<file path="src/rtl/core/pasm_pkg.sv">
// Shared types, constants and helpers for the polynomial add/sub/multiply block.
// No dependencies; used by every module under rtl/core except pasm_ram.
`timescale 1ns / 1ps

package pasm_pkg;

  localparam int MAX_DEGREE   = 15;
  localparam int COEFF_WIDTH  = 16;
  localparam int STORE_DEPTH  = MAX_DEGREE + 1;
  localparam int RESULT_DEPTH = 2 * MAX_DEGREE + 1;
  localparam int ADDR_W       = $clog2(STORE_DEPTH);
  localparam int INDEX_W      = 4;   // coeff_index port
  localparam int DEG_W        = 4;   // degree registers
  localparam int POW_W        = 5;   // result_power port
  localparam int RES_W        = 36;  // result_coeff port
  localparam int CFG_IDX_W    = 2;
  localparam int CFG_DATA_W   = 4;

  typedef enum logic [1:0] {
    OPC_LOAD_A  = 2'd0,
    OPC_LOAD_B  = 2'd1,
    OPC_COMPUTE = 2'd2,
    OPC_NONE    = 2'd3
  } opcode_t;

  typedef enum logic [1:0] {
    OP_ADD = 2'd0,
    OP_SUB = 2'd1,
    OP_MUL = 2'd2,
    OP_INV = 2'd3
  } oper_t;

  typedef enum logic [CFG_IDX_W-1:0] {
    REG_DEGREE_A  = 2'd0,
    REG_DEGREE_B  = 2'd1,
    REG_OPERATION = 2'd2,
    REG_UNUSED    = 2'd3
  } cfg_reg_t;

  // One term issued by the controller into the datapath pipeline.
  typedef struct packed {
    logic              valid;
    oper_t             op;
    logic              first;      // first term of this power: restart accumulator
    logic              last_term;  // last term of this power: emit result
    logic              last_item;  // constant term
    logic              err;
    logic              en_a;
    logic              en_b;
    logic [ADDR_W-1:0] addr_a;
    logic [ADDR_W-1:0] addr_b;
    logic [POW_W-1:0]  power;
  } cmd_t;

  // Coefficient store write strobes.
  typedef struct packed {
    logic we_a;
    logic we_b;
  } load_t;

  function automatic logic [POW_W-1:0] clamp_degree(input logic [DEG_W-1:0] d);
    logic [POW_W-1:0] r;
    r = POW_W'(d);
    if (32'(d) > MAX_DEGREE) r = POW_W'(MAX_DEGREE);
    return r;
  endfunction

endpackage

</file>
<file path="src/rtl/core/polynomial_add_sub_multiply.sv">
// Dense polynomial add/subtract/multiply, top level. Depends on pasm_pkg and rtl/core.
// A compute's terms pass the sequencer, RAM stage, arithmetic stage and result register.
// Add/sub: max(da,db)+1 terms, one result each. Multiply: (da+1)*(db+1) terms, one
// multiply-accumulate each, via the single multiplier and one read port per store.
// busy clears as the last term leaves the arithmetic stage. Results strobe for one cycle;
// the receiver cannot stall. Synchronous active-high reset clears config and control.
`timescale 1ns / 1ps

module polynomial_add_sub_multiply (
  input  logic                                    clk,
  input  logic                                    rst,
  input  logic                                    start,
  output logic                                    busy,
  input  logic [1:0]                              opcode,
  input  logic [pasm_pkg::INDEX_W-1:0]            coeff_index,
  input  logic signed [pasm_pkg::COEFF_WIDTH-1:0] coeff_in,
  input  logic                                    cfg_we,
  input  logic [pasm_pkg::CFG_IDX_W-1:0]          cfg_index,
  input  logic [pasm_pkg::CFG_DATA_W-1:0]         cfg_data,
  output logic                                    result_valid,
  output logic [pasm_pkg::POW_W-1:0]              result_power,
  output logic signed [pasm_pkg::RES_W-1:0]       result_coeff,
  output logic                                    last,
  output logic                                    status
);

  pasm_pkg::load_t load;
  pasm_pkg::cmd_t  cmd;

  pasm_ctrl u_ctrl (
    .clk         (clk),
    .rst         (rst),
    .start       (start),
    .busy        (busy),
    .opcode      (opcode),
    .coeff_index (coeff_index),
    .cfg_we      (cfg_we),
    .cfg_index   (cfg_index),
    .cfg_data    (cfg_data),
    .load        (load),
    .cmd         (cmd)
  );

  pasm_datapath u_datapath (
    .clk          (clk),
    .rst          (rst),
    .load         (load),
    .coeff_index  (coeff_index),
    .coeff_in     (coeff_in),
    .cmd          (cmd),
    .result_valid (result_valid),
    .result_power (result_power),
    .result_coeff (result_coeff),
    .last         (last),
    .status       (status)
  );

endmodule

</file>
<file path="src/rtl/core/pasm_ram.sv">
// Generic single-write, single-read RAM with registered read data.
// No dependencies.
`timescale 1ns / 1ps

module pasm_ram #(
  parameter int WIDTH = 16,
  parameter int DEPTH = 16
) (
  input  logic                     clk,
  input  logic                     we,
  input  logic [$clog2(DEPTH)-1:0] waddr,
  input  logic [WIDTH-1:0]         wdata,
  input  logic [$clog2(DEPTH)-1:0] raddr,
  output logic [WIDTH-1:0]         rdata
);

  logic [WIDTH-1:0] mem [DEPTH];

  always_ff @(posedge clk) begin
    if (we) begin
      mem[waddr] <= wdata;
    end
    rdata <= mem[raddr];
  end

endmodule

</file>
<file path="src/rtl/core/pasm_ctrl.sv">
// Controller: configuration registers, input transfer and the term sequencer.
// Depends on pasm_pkg.
`timescale 1ns / 1ps

module pasm_ctrl (
  input  logic                               clk,
  input  logic                               rst,
  input  logic                               start,
  output logic                               busy,
  input  logic [1:0]                         opcode,
  input  logic [pasm_pkg::INDEX_W-1:0]       coeff_index,
  input  logic                               cfg_we,
  input  logic [pasm_pkg::CFG_IDX_W-1:0]     cfg_index,
  input  logic [pasm_pkg::CFG_DATA_W-1:0]    cfg_data,
  output pasm_pkg::load_t                    load,
  output pasm_pkg::cmd_t                     cmd
);

  typedef enum logic [1:0] {
    S_IDLE,
    S_RUN,
    S_ERR,
    S_DRAIN
  } state_t;

  state_t                       state;
  logic [pasm_pkg::DEG_W-1:0]   degree_a;
  logic [pasm_pkg::DEG_W-1:0]   degree_b;
  pasm_pkg::oper_t              operation;
  logic [pasm_pkg::POW_W-1:0]   k;
  logic [pasm_pkg::ADDR_W-1:0]  i;
  logic                         drain;

  logic [pasm_pkg::POW_W-1:0]   da, db, rdeg, k_dec;
  logic [pasm_pkg::ADDR_W-1:0]  lo_k, hi_k, lo_next;
  logic                         accept;
  pasm_pkg::opcode_t            opc;

  // Lowest i with k-i <= db, for the convolution walk.
  function automatic logic [pasm_pkg::ADDR_W-1:0] low_of(
    input logic [pasm_pkg::POW_W-1:0] x,
    input logic [pasm_pkg::POW_W-1:0] dbv
  );
    logic [pasm_pkg::ADDR_W-1:0] r;
    r = '0;
    if (x > dbv) r = pasm_pkg::ADDR_W'(x - dbv);
    return r;
  endfunction

  assign opc    = pasm_pkg::opcode_t'(opcode);
  assign accept = start && !busy;
  assign busy   = (state != S_IDLE);
  assign da     = pasm_pkg::clamp_degree(degree_a);
  assign db     = pasm_pkg::clamp_degree(degree_b);
  assign k_dec  = k - pasm_pkg::POW_W'(1);
  assign lo_k   = low_of(k, db);
  assign hi_k   = (k > da) ? pasm_pkg::ADDR_W'(da) : pasm_pkg::ADDR_W'(k);

  always_comb begin
    if (operation == pasm_pkg::OP_MUL) begin
      rdeg    = da + db;
      lo_next = low_of(k_dec, db);
    end else begin
      rdeg    = (da > db) ? da : db;
      lo_next = pasm_pkg::ADDR_W'(k_dec);
    end
  end

  always_comb begin
    load.we_a = accept && (opc == pasm_pkg::OPC_LOAD_A) &&
                (32'(coeff_index) <= pasm_pkg::MAX_DEGREE);
    load.we_b = accept && (opc == pasm_pkg::OPC_LOAD_B) &&
                (32'(coeff_index) <= pasm_pkg::MAX_DEGREE);
  end

  always_comb begin
    cmd           = '0;
    cmd.op        = operation;
    cmd.power     = k;
    unique case (state)
      S_RUN: begin
        cmd.valid = 1'b1;
        if (operation == pasm_pkg::OP_MUL) begin
          cmd.addr_a    = i;
          cmd.addr_b    = pasm_pkg::ADDR_W'(k - pasm_pkg::POW_W'(i));
          cmd.first     = (i == lo_k);
          cmd.last_term = (i == hi_k);
          cmd.en_a      = 1'b1;
          cmd.en_b      = 1'b1;
        end else begin
          cmd.addr_a    = pasm_pkg::ADDR_W'(k);
          cmd.addr_b    = pasm_pkg::ADDR_W'(k);
          cmd.first     = 1'b1;
          cmd.last_term = 1'b1;
          cmd.en_a      = (k <= da);
          cmd.en_b      = (k <= db);
        end
        cmd.last_item = cmd.last_term && (k == '0);
      end
      S_ERR: begin
        cmd.valid     = 1'b1;
        cmd.err       = 1'b1;
        cmd.first     = 1'b1;
        cmd.last_term = 1'b1;
        cmd.last_item = 1'b1;
        cmd.power     = '0;
      end
      S_IDLE, S_DRAIN: begin
        cmd.valid = 1'b0;
      end
      default: cmd.valid = 1'b0;
    endcase
  end

  always_ff @(posedge clk) begin
    if (rst) begin
      state     <= S_IDLE;
      degree_a  <= '0;
      degree_b  <= '0;
      operation <= pasm_pkg::OP_ADD;
      k         <= '0;
      i         <= '0;
      drain     <= 1'b0;
    end else begin
      if (cfg_we) begin
        unique case (pasm_pkg::cfg_reg_t'(cfg_index))
          pasm_pkg::REG_DEGREE_A:  degree_a  <= cfg_data;
          pasm_pkg::REG_DEGREE_B:  degree_b  <= cfg_data;
          pasm_pkg::REG_OPERATION: operation <= pasm_pkg::oper_t'(cfg_data[1:0]);
          pasm_pkg::REG_UNUSED:    ;
          default:                 ;
        endcase
      end
      unique case (state)
        S_IDLE: begin
          if (accept && opc == pasm_pkg::OPC_COMPUTE) begin
            if (operation == pasm_pkg::OP_INV) begin
              state <= S_ERR;
            end else begin
              state <= S_RUN;
              k     <= rdeg;
              i     <= (operation == pasm_pkg::OP_MUL) ? low_of(rdeg, db)
                                                       : pasm_pkg::ADDR_W'(rdeg);
            end
          end
        end
        S_RUN: begin
          if (cmd.last_term) begin
            if (k == '0) begin
              state <= S_DRAIN;
              drain <= 1'b0;
            end else begin
              k <= k_dec;
              i <= lo_next;
            end
          end else begin
            i <= i + pasm_pkg::ADDR_W'(1);
          end
        end
        S_ERR: begin
          state <= S_DRAIN;
          drain <= 1'b0;
        end
        S_DRAIN: begin
          // the last term leaves the RAM stage, then the arithmetic stage
          drain <= 1'b1;
          if (drain) state <= S_IDLE;
        end
        default: state <= S_IDLE;
      endcase
    end
  end

  a_cmd_busy: assert property (@(posedge clk) disable iff (rst)
    cmd.valid |-> busy) else $error("term issued while not busy");

  a_last_stops: assert property (@(posedge clk) disable iff (rst)
    cmd.valid && cmd.last_item |=> !cmd.valid)
    else $error("term issued after constant term");

  a_no_load_busy: assert property (@(posedge clk) disable iff (rst)
    busy |-> !(load.we_a || load.we_b)) else $error("store write during compute");

  a_first_power: assert property (@(posedge clk) disable iff (rst)
    cmd.valid && !cmd.last_term |=> cmd.valid && !cmd.first && cmd.power == $past(cmd.power))
    else $error("power changed inside a convolution sum");

endmodule

</file>
<file path="src/rtl/core/pasm_datapath.sv">
// Datapath: coefficient stores, multiply/add stage, accumulator, result register.
// Depends on pasm_pkg and pasm_ram.
`timescale 1ns / 1ps

module pasm_datapath (
  input  logic                                   clk,
  input  logic                                   rst,
  input  pasm_pkg::load_t                        load,
  input  logic [pasm_pkg::INDEX_W-1:0]           coeff_index,
  input  logic signed [pasm_pkg::COEFF_WIDTH-1:0] coeff_in,
  input  pasm_pkg::cmd_t                         cmd,
  output logic                                   result_valid,
  output logic [pasm_pkg::POW_W-1:0]             result_power,
  output logic signed [pasm_pkg::RES_W-1:0]      result_coeff,
  output logic                                   last,
  output logic                                   status
);

  logic [pasm_pkg::COEFF_WIDTH-1:0]   rd_a, rd_b;
  logic [pasm_pkg::ADDR_W-1:0]        waddr;
  pasm_pkg::cmd_t                     s1;
  pasm_pkg::cmd_t                     s2;
  logic signed [pasm_pkg::RES_W-1:0]  s2_val;
  logic signed [pasm_pkg::RES_W-1:0]  acc;
  logic signed [pasm_pkg::RES_W-1:0]  a_x, b_x, val_next, sum;
  logic signed [pasm_pkg::COEFF_WIDTH-1:0] a_s, b_s;
  logic signed [2*pasm_pkg::COEFF_WIDTH-1:0] prod;

  assign waddr = pasm_pkg::ADDR_W'(coeff_index);

  pasm_ram #(.WIDTH(pasm_pkg::COEFF_WIDTH), .DEPTH(pasm_pkg::STORE_DEPTH)) u_store_a (
    .clk   (clk),
    .we    (load.we_a),
    .waddr (waddr),
    .wdata (coeff_in),
    .raddr (cmd.addr_a),
    .rdata (rd_a)
  );

  pasm_ram #(.WIDTH(pasm_pkg::COEFF_WIDTH), .DEPTH(pasm_pkg::STORE_DEPTH)) u_store_b (
    .clk   (clk),
    .we    (load.we_b),
    .waddr (waddr),
    .wdata (coeff_in),
    .raddr (cmd.addr_b),
    .rdata (rd_b)
  );

  // Missing coefficients of the shorter operand read as zero.
  assign a_s  = s1.en_a ? $signed(rd_a) : '0;
  assign b_s  = s1.en_b ? $signed(rd_b) : '0;
  assign a_x  = pasm_pkg::RES_W'(a_s);
  assign b_x  = pasm_pkg::RES_W'(b_s);
  assign prod = a_s * b_s;

  always_comb begin
    unique case (s1.op)
      pasm_pkg::OP_ADD: val_next = a_x + b_x;
      pasm_pkg::OP_SUB: val_next = a_x - b_x;
      pasm_pkg::OP_MUL: val_next = pasm_pkg::RES_W'(prod);
      pasm_pkg::OP_INV: val_next = '0;
      default:          val_next = '0;
    endcase
    if (s1.err) val_next = '0;
  end

  assign sum = (s2.first ? '0 : acc) + s2_val;

  always_ff @(posedge clk) begin
    if (rst) begin
      s1.valid     <= 1'b0;
      s2.valid     <= 1'b0;
      result_valid <= 1'b0;
    end else begin
      s1.valid     <= cmd.valid;
      s2.valid     <= s1.valid;
      result_valid <= s2.valid && s2.last_term;
    end
    // payload, no reset
    s1[$bits(pasm_pkg::cmd_t)-2:0] <= cmd[$bits(pasm_pkg::cmd_t)-2:0];
    s2[$bits(pasm_pkg::cmd_t)-2:0] <= s1[$bits(pasm_pkg::cmd_t)-2:0];
    s2_val <= val_next;
    if (s2.valid) begin
      acc <= sum;
    end
    if (s2.valid && s2.last_term) begin
      result_power <= s2.power;
      result_coeff <= sum;
      last         <= s2.last_item;
      status       <= s2.err;
    end
  end

  a_err_single: assert property (@(posedge clk) disable iff (rst)
    result_valid && status |-> last && result_power == '0 && result_coeff == '0)
    else $error("error result malformed");

  a_last_gap: assert property (@(posedge clk) disable iff (rst)
    result_valid && last |=> !result_valid) else $error("result after constant term");

  a_power_down: assert property (@(posedge clk) disable iff (rst)
    result_valid && !last |=> !result_valid ||
      result_power == $past(result_power) - pasm_pkg::POW_W'(1))
    else $error("result powers not descending by one");

endmodule

</file>
<file path="config.mk">
export PLATFORM = sky130hd
export DESIGN_NAME = polynomial_add_sub_multiply
export DESIGN_NICKNAME = d
export VERILOG_FILES = /design/src/rtl/core/pasm_pkg.sv /design/src/rtl/core/polynomial_add_sub_multiply.sv /design/src/rtl/core/pasm_ram.sv /design/src/rtl/core/pasm_ctrl.sv /design/src/rtl/core/pasm_datapath.sv
export SDC_FILE = /design/constraint.sdc
export NUM_CORES = 2
export LEC_CHECK = 0
export ABC_AREA = 1
export CORE_ASPECT_RATIO = 1.75
export CORE_MARGIN = 2
export CORE_UTILIZATION = 43
export DETAILED_ROUTE_END_ITERATION = 16
export DONT_BUFFER_PORTS = 1
export REMOVE_ABC_BUFFERS = 1
export SETUP_SLACK_MARGIN = 0.15
export SYNTH_ARGS = -nofsm -noshare
export SYNTH_HDL_FRONTEND = slang
export SYNTH_SLANG_ARGS = --single-unit
</file>
<file path="constraint.sdc">
create_clock -name clk -period 7.3 [get_ports clk]
set_input_delay 1.46 -clock clk [delete_from_list [all_inputs] [get_ports clk]]
set_output_delay 1.46 -clock clk [all_outputs]
set_load 0.01 [all_outputs]
</file>
==> impl_metrics.yaml <==
timing:
  tns_ns: 0
  setup-violations-final: 0
  finalClockSkew_ns: 0.0533
  max_slew.worst_pin.slew_ns: 1.02
  final_min_period_over_clock_period_pct: 93.5
  hold_viol_final: 0
  report.final.slew_viol_count: 0
  period_minus_ws_final_ns: 6.83
  rsz_0062_raised_after_global_routing: "false"
  max_clock_freq_mhz: 146
  timing.slew.headroom_pct: 32.1
clocking:
  ctsHtreeMaxLevel: 3
  cts_tree: "done"
  cts-hold-fix-buffers: 0
  post_cts_buffers: 0
  post_cts_resized: 0
  worstSkewPairLatency_ns: 0.68
  cts_made_buffers: 66
  clock_sink_count: 702
  clockRootBuffer: "clkbuf_16"
  worst_case_clock_buffer_depth: 3
  clkSlewWorstSetupHoldPaths_ns: 0.07
grt:
  grt_pass1_wl_um: 170000
  grt.total_usage_pct: 23.1
  highest_utilization_routing_layer_at_the_global_route_stage: "met2"
  globalRoute.totalOverflow: 0
  grt_pass1_vias: 29000
  met3_usage_pct: 3.39
  antenna_violations_before_repair: 0
  grtUsageMet2_pct: 43.1
  met1_usage_pct: 24.3
  largest_net_degree_at_the_start_of_global_routing: 138
logic_synthesis:
  post_synthesis_area_per_instance_um2: 10.4
  dominantRegCellSynth: "edfxtp_1"
  post_synth_inst_count: 3954
  most_repeated_cell_in_the_gate_level_netlist_after_synthesis: "inv_1"
  yosys.area.top_type: "edfxtp_1"
  ys_ff_latch: 702
  synth_edf_count: 591
  synth.top_cells.by_count: "inv_1, edfxtp_1, nand2_1"
  ys_async_sr_fraction_pct: 0
  synth_largest_type_area_fraction_pct: 43.1
  synth.top_cells.by_area: "edfxtp_1, fa_1, ha_1"
  synth_seq_area_share_pct: 48.5
  synthesis.area_um2: 41100
  ys.warnings.count: 0
  yosysUniqueCellTypes: 58
worst_setup_path:
  regToRegSetupSlack_ns: 0.47
  cp_slowest_cell: "fa_1"
  cp-start-kind: "flip-flop"
  critical_path.startpoint: "u_datapath.s1[13]"
  cp.required_ns: 7.84
  critPathKind: "reg -> reg"
  cp-end-kind: "flip-flop"
  crit_top_cell: "fa_1"
  logic_depth_of_the_worst_register_to_register_path: 24
  rr_endpoint: "u_datapath.s2_val[26]"
  cp_slowest_stage_delay_ns: 0.56
  critical_path.reg2reg.startpoint: "u_datapath.s1[13]"
  worst-endpoint-arrival_ns: 7.37
  critPathCapture: "u_datapath.s2_val[26]"
  maximum_fanout_count_along_the_critical_path: 16
  critical_path.cell_chain: "nand2_1 -> inv_1 -> ha_1 -> inv_1 -> fa_1 -> inv_1 -> fa_1 -> fa_1 -> fa_1 -> fa_1 -> inv_1 -> fa_1 -> inv_1 -> ha_1 -> nand2_1 -> nor2_1 -> and3_1 -> nand4_1 -> nand3_1 -> a21oi_1 -> o21bai_1 -> buf_4 -> a21oi_1 -> o21a_1"
layout:
  finish.cell_count_without_fillers: 5267
  antenna_fix_cells: 0
  drive_gt1_share_pct: 6.94
  syn_to_final_growth_pct: 9.67
  n_fill_cell: 8727
  design.final.nets: 4484
floorplanning:
  core_area_um2: 95200
  die-area_um2: 98300
  floorplan.die.height_um: 413
  dieWidth_um: 238
  floorplan.rows: 150
  starting_density_pct: 43.2
  io_pins: 77
detailed_routing:
  iteration_0_drc_markers: 1836
  postRouteWirelength_um: 112000
  route.detailed.wl_per_inst_um: 21.2
  route.detailed.vias_per_inst: 5.36
  vias: 28200
  detailedRoute.firstPassIterationCount: 8
  detail_route.drc_violations: 0
  drt.antenna.violating_nets: 0
pwr:
  worst_ir_drop_vdd_uv: 199
  power.leakage_nw: 18.6
  power_density_nw_per_um2: 263
placement:
  place.port_buffers: 0
  dpl.cell_count: 5146
  place_congestion: 0.968
  dp.final_hpwl_um: 81400
worst_hold_path:
  type_of_the_tightest_min_delay_check: "reg -> reg"
run_status:
  status: "complete, no violations"
run:
  timing.max_cap.violations: 0
-- power by group --
group	switching [mW]	internal, mW
clock	1.59	1.87
combinational	2.39	1.16
sequential	0.152	4.70
-- how the worst min path moves through the flow --
stage	start	to	slack, ns	depth (start not counted)
6_report	u_datapath.s1[1]	u_datapath.s2[1]	0.33	0
5_1_grt	u_datapath.s1[17]	u_datapath.s2[17]	0.34	0
4_1_cts	u_datapath.s1[1]	u_datapath.s2[1]	0.33	0
3_5_place_dp	u_datapath.s1[4]	u_datapath.s2[4]	0.31	0
3_3_place_gp	u_datapath.s1[17]	u_datapath.s2[17]	0.31	0
2_1_floorplan	u_datapath.s1[0]	u_datapath.s2[0]	0.31	0
-- layout make-up --
type,count,area (µm²),area share [%]
flip-flops and latches,702,20000,44.3
multi-input cells,2484,18200,40.4
inverters,632,2370,5.26
clock buffers,79,1720,3.81
well taps,1216,1520,3.37
repair buffers,112,878,1.95
clock inverters,42,448,0.993
-- per-layer routing --
| metal | vias up | share of wire, % |
|---|---|---|
| met3 | 295 | 4.6 |
| met2 | 846 | 53 |
| li1 | 13300 | - |
| met1 | 13700 | 35 |
| met4 | 0 | 6.9 |
| met5 | - | 0 |
-- critical path, delay by kind of cell, from the launching register on --
family	cells	cell delay, ns
buf+inv	6	0.76
flops	1	0.51
fa+ha+maj	8	3.56
simple gates	6	1.34
compound gates	4	0.54
-- cells in the final DEF (no fill, tap or decap), types with 6 or more instances in the layout --
cell type	instances
edfxtp_1	591
nand2_2	6
clkbuf_16	66
a21oi_1	237
xnor2_1	29
clkinv_1	27
o21bai_1	7
a31oi_1	32
xor2_1	34
a211oi_1	6
inv_2	10
nand2_1	486
dfxtp_1	108
mux2i_1	96
o21ai_1	46
o21ai_0	317
nand3_1	70
clkinvlp_4	6
o221ai_1	32
inv_1	601
o211ai_1	23
nand4_1	15
buf_4	109
clkbuf_1	11
nor3_1	12
o22ai_1	65
fa_1	270
mux2_2	16
o21a_1	6
nor2_1	428
clkinv_2	17
ha_1	184
a21o_1	10
-- logic make-up (layout without fill, tap and decap cells) --
logic type | after synthesis | count (layout) | synth area share (%)
AND/OR/NAND/NOR | 1048 | 1048 | 10.4
AO/OA/AOI/OAI | 807 | 807 | 10.9
buffers and inverters | 768 | 865 | 7.32
flip-flops | 702 | 702 | 48.5
adder cells (fa/ha/maj) | 454 | 454 | 18.7
multiplexers | 112 | 112 | 2.77
XOR/XNOR | 63 | 63 | 1.34
-- per-stage QoR --
stage	power (mW)	cell area [µm²]	hold slack [ns]	setup slack, ns	util [%]
5_1_grt	12.5	45100	0.339	0.187	47.4
2_1_floorplan	7.37	40500	0.310	0.0611	-
6_report	11.9	45100	0.331	0.474	47.4
3_5_place_dp	8.48	43000	0.313	0.308	45.1
3_3_place_gp	8.44	43000	0.313	0.401	45.1
4_1_cts	11.9	45100	0.333	0.246	47.4
-- registers in the layout (all words and copies together) (netlist names), 4 cells and up --
register and flops:
u_datapath.result_power 5, u_datapath.result_coeff 36, u_datapath.s1 14, u_ctrl.k 5, u_ctrl.degree_a 4, u_datapath.s2_val 32, u_datapath.acc 36, u_datapath.u_store_b.rdata 16
u_ctrl.i 4, u_datapath.u_store_a.rdata 16, u_datapath.u_store_b.mem 256, u_datapath.s2 10, u_datapath.u_store_a.mem 256, u_ctrl.degree_b 4
Power figures use the tool's default switching activity.
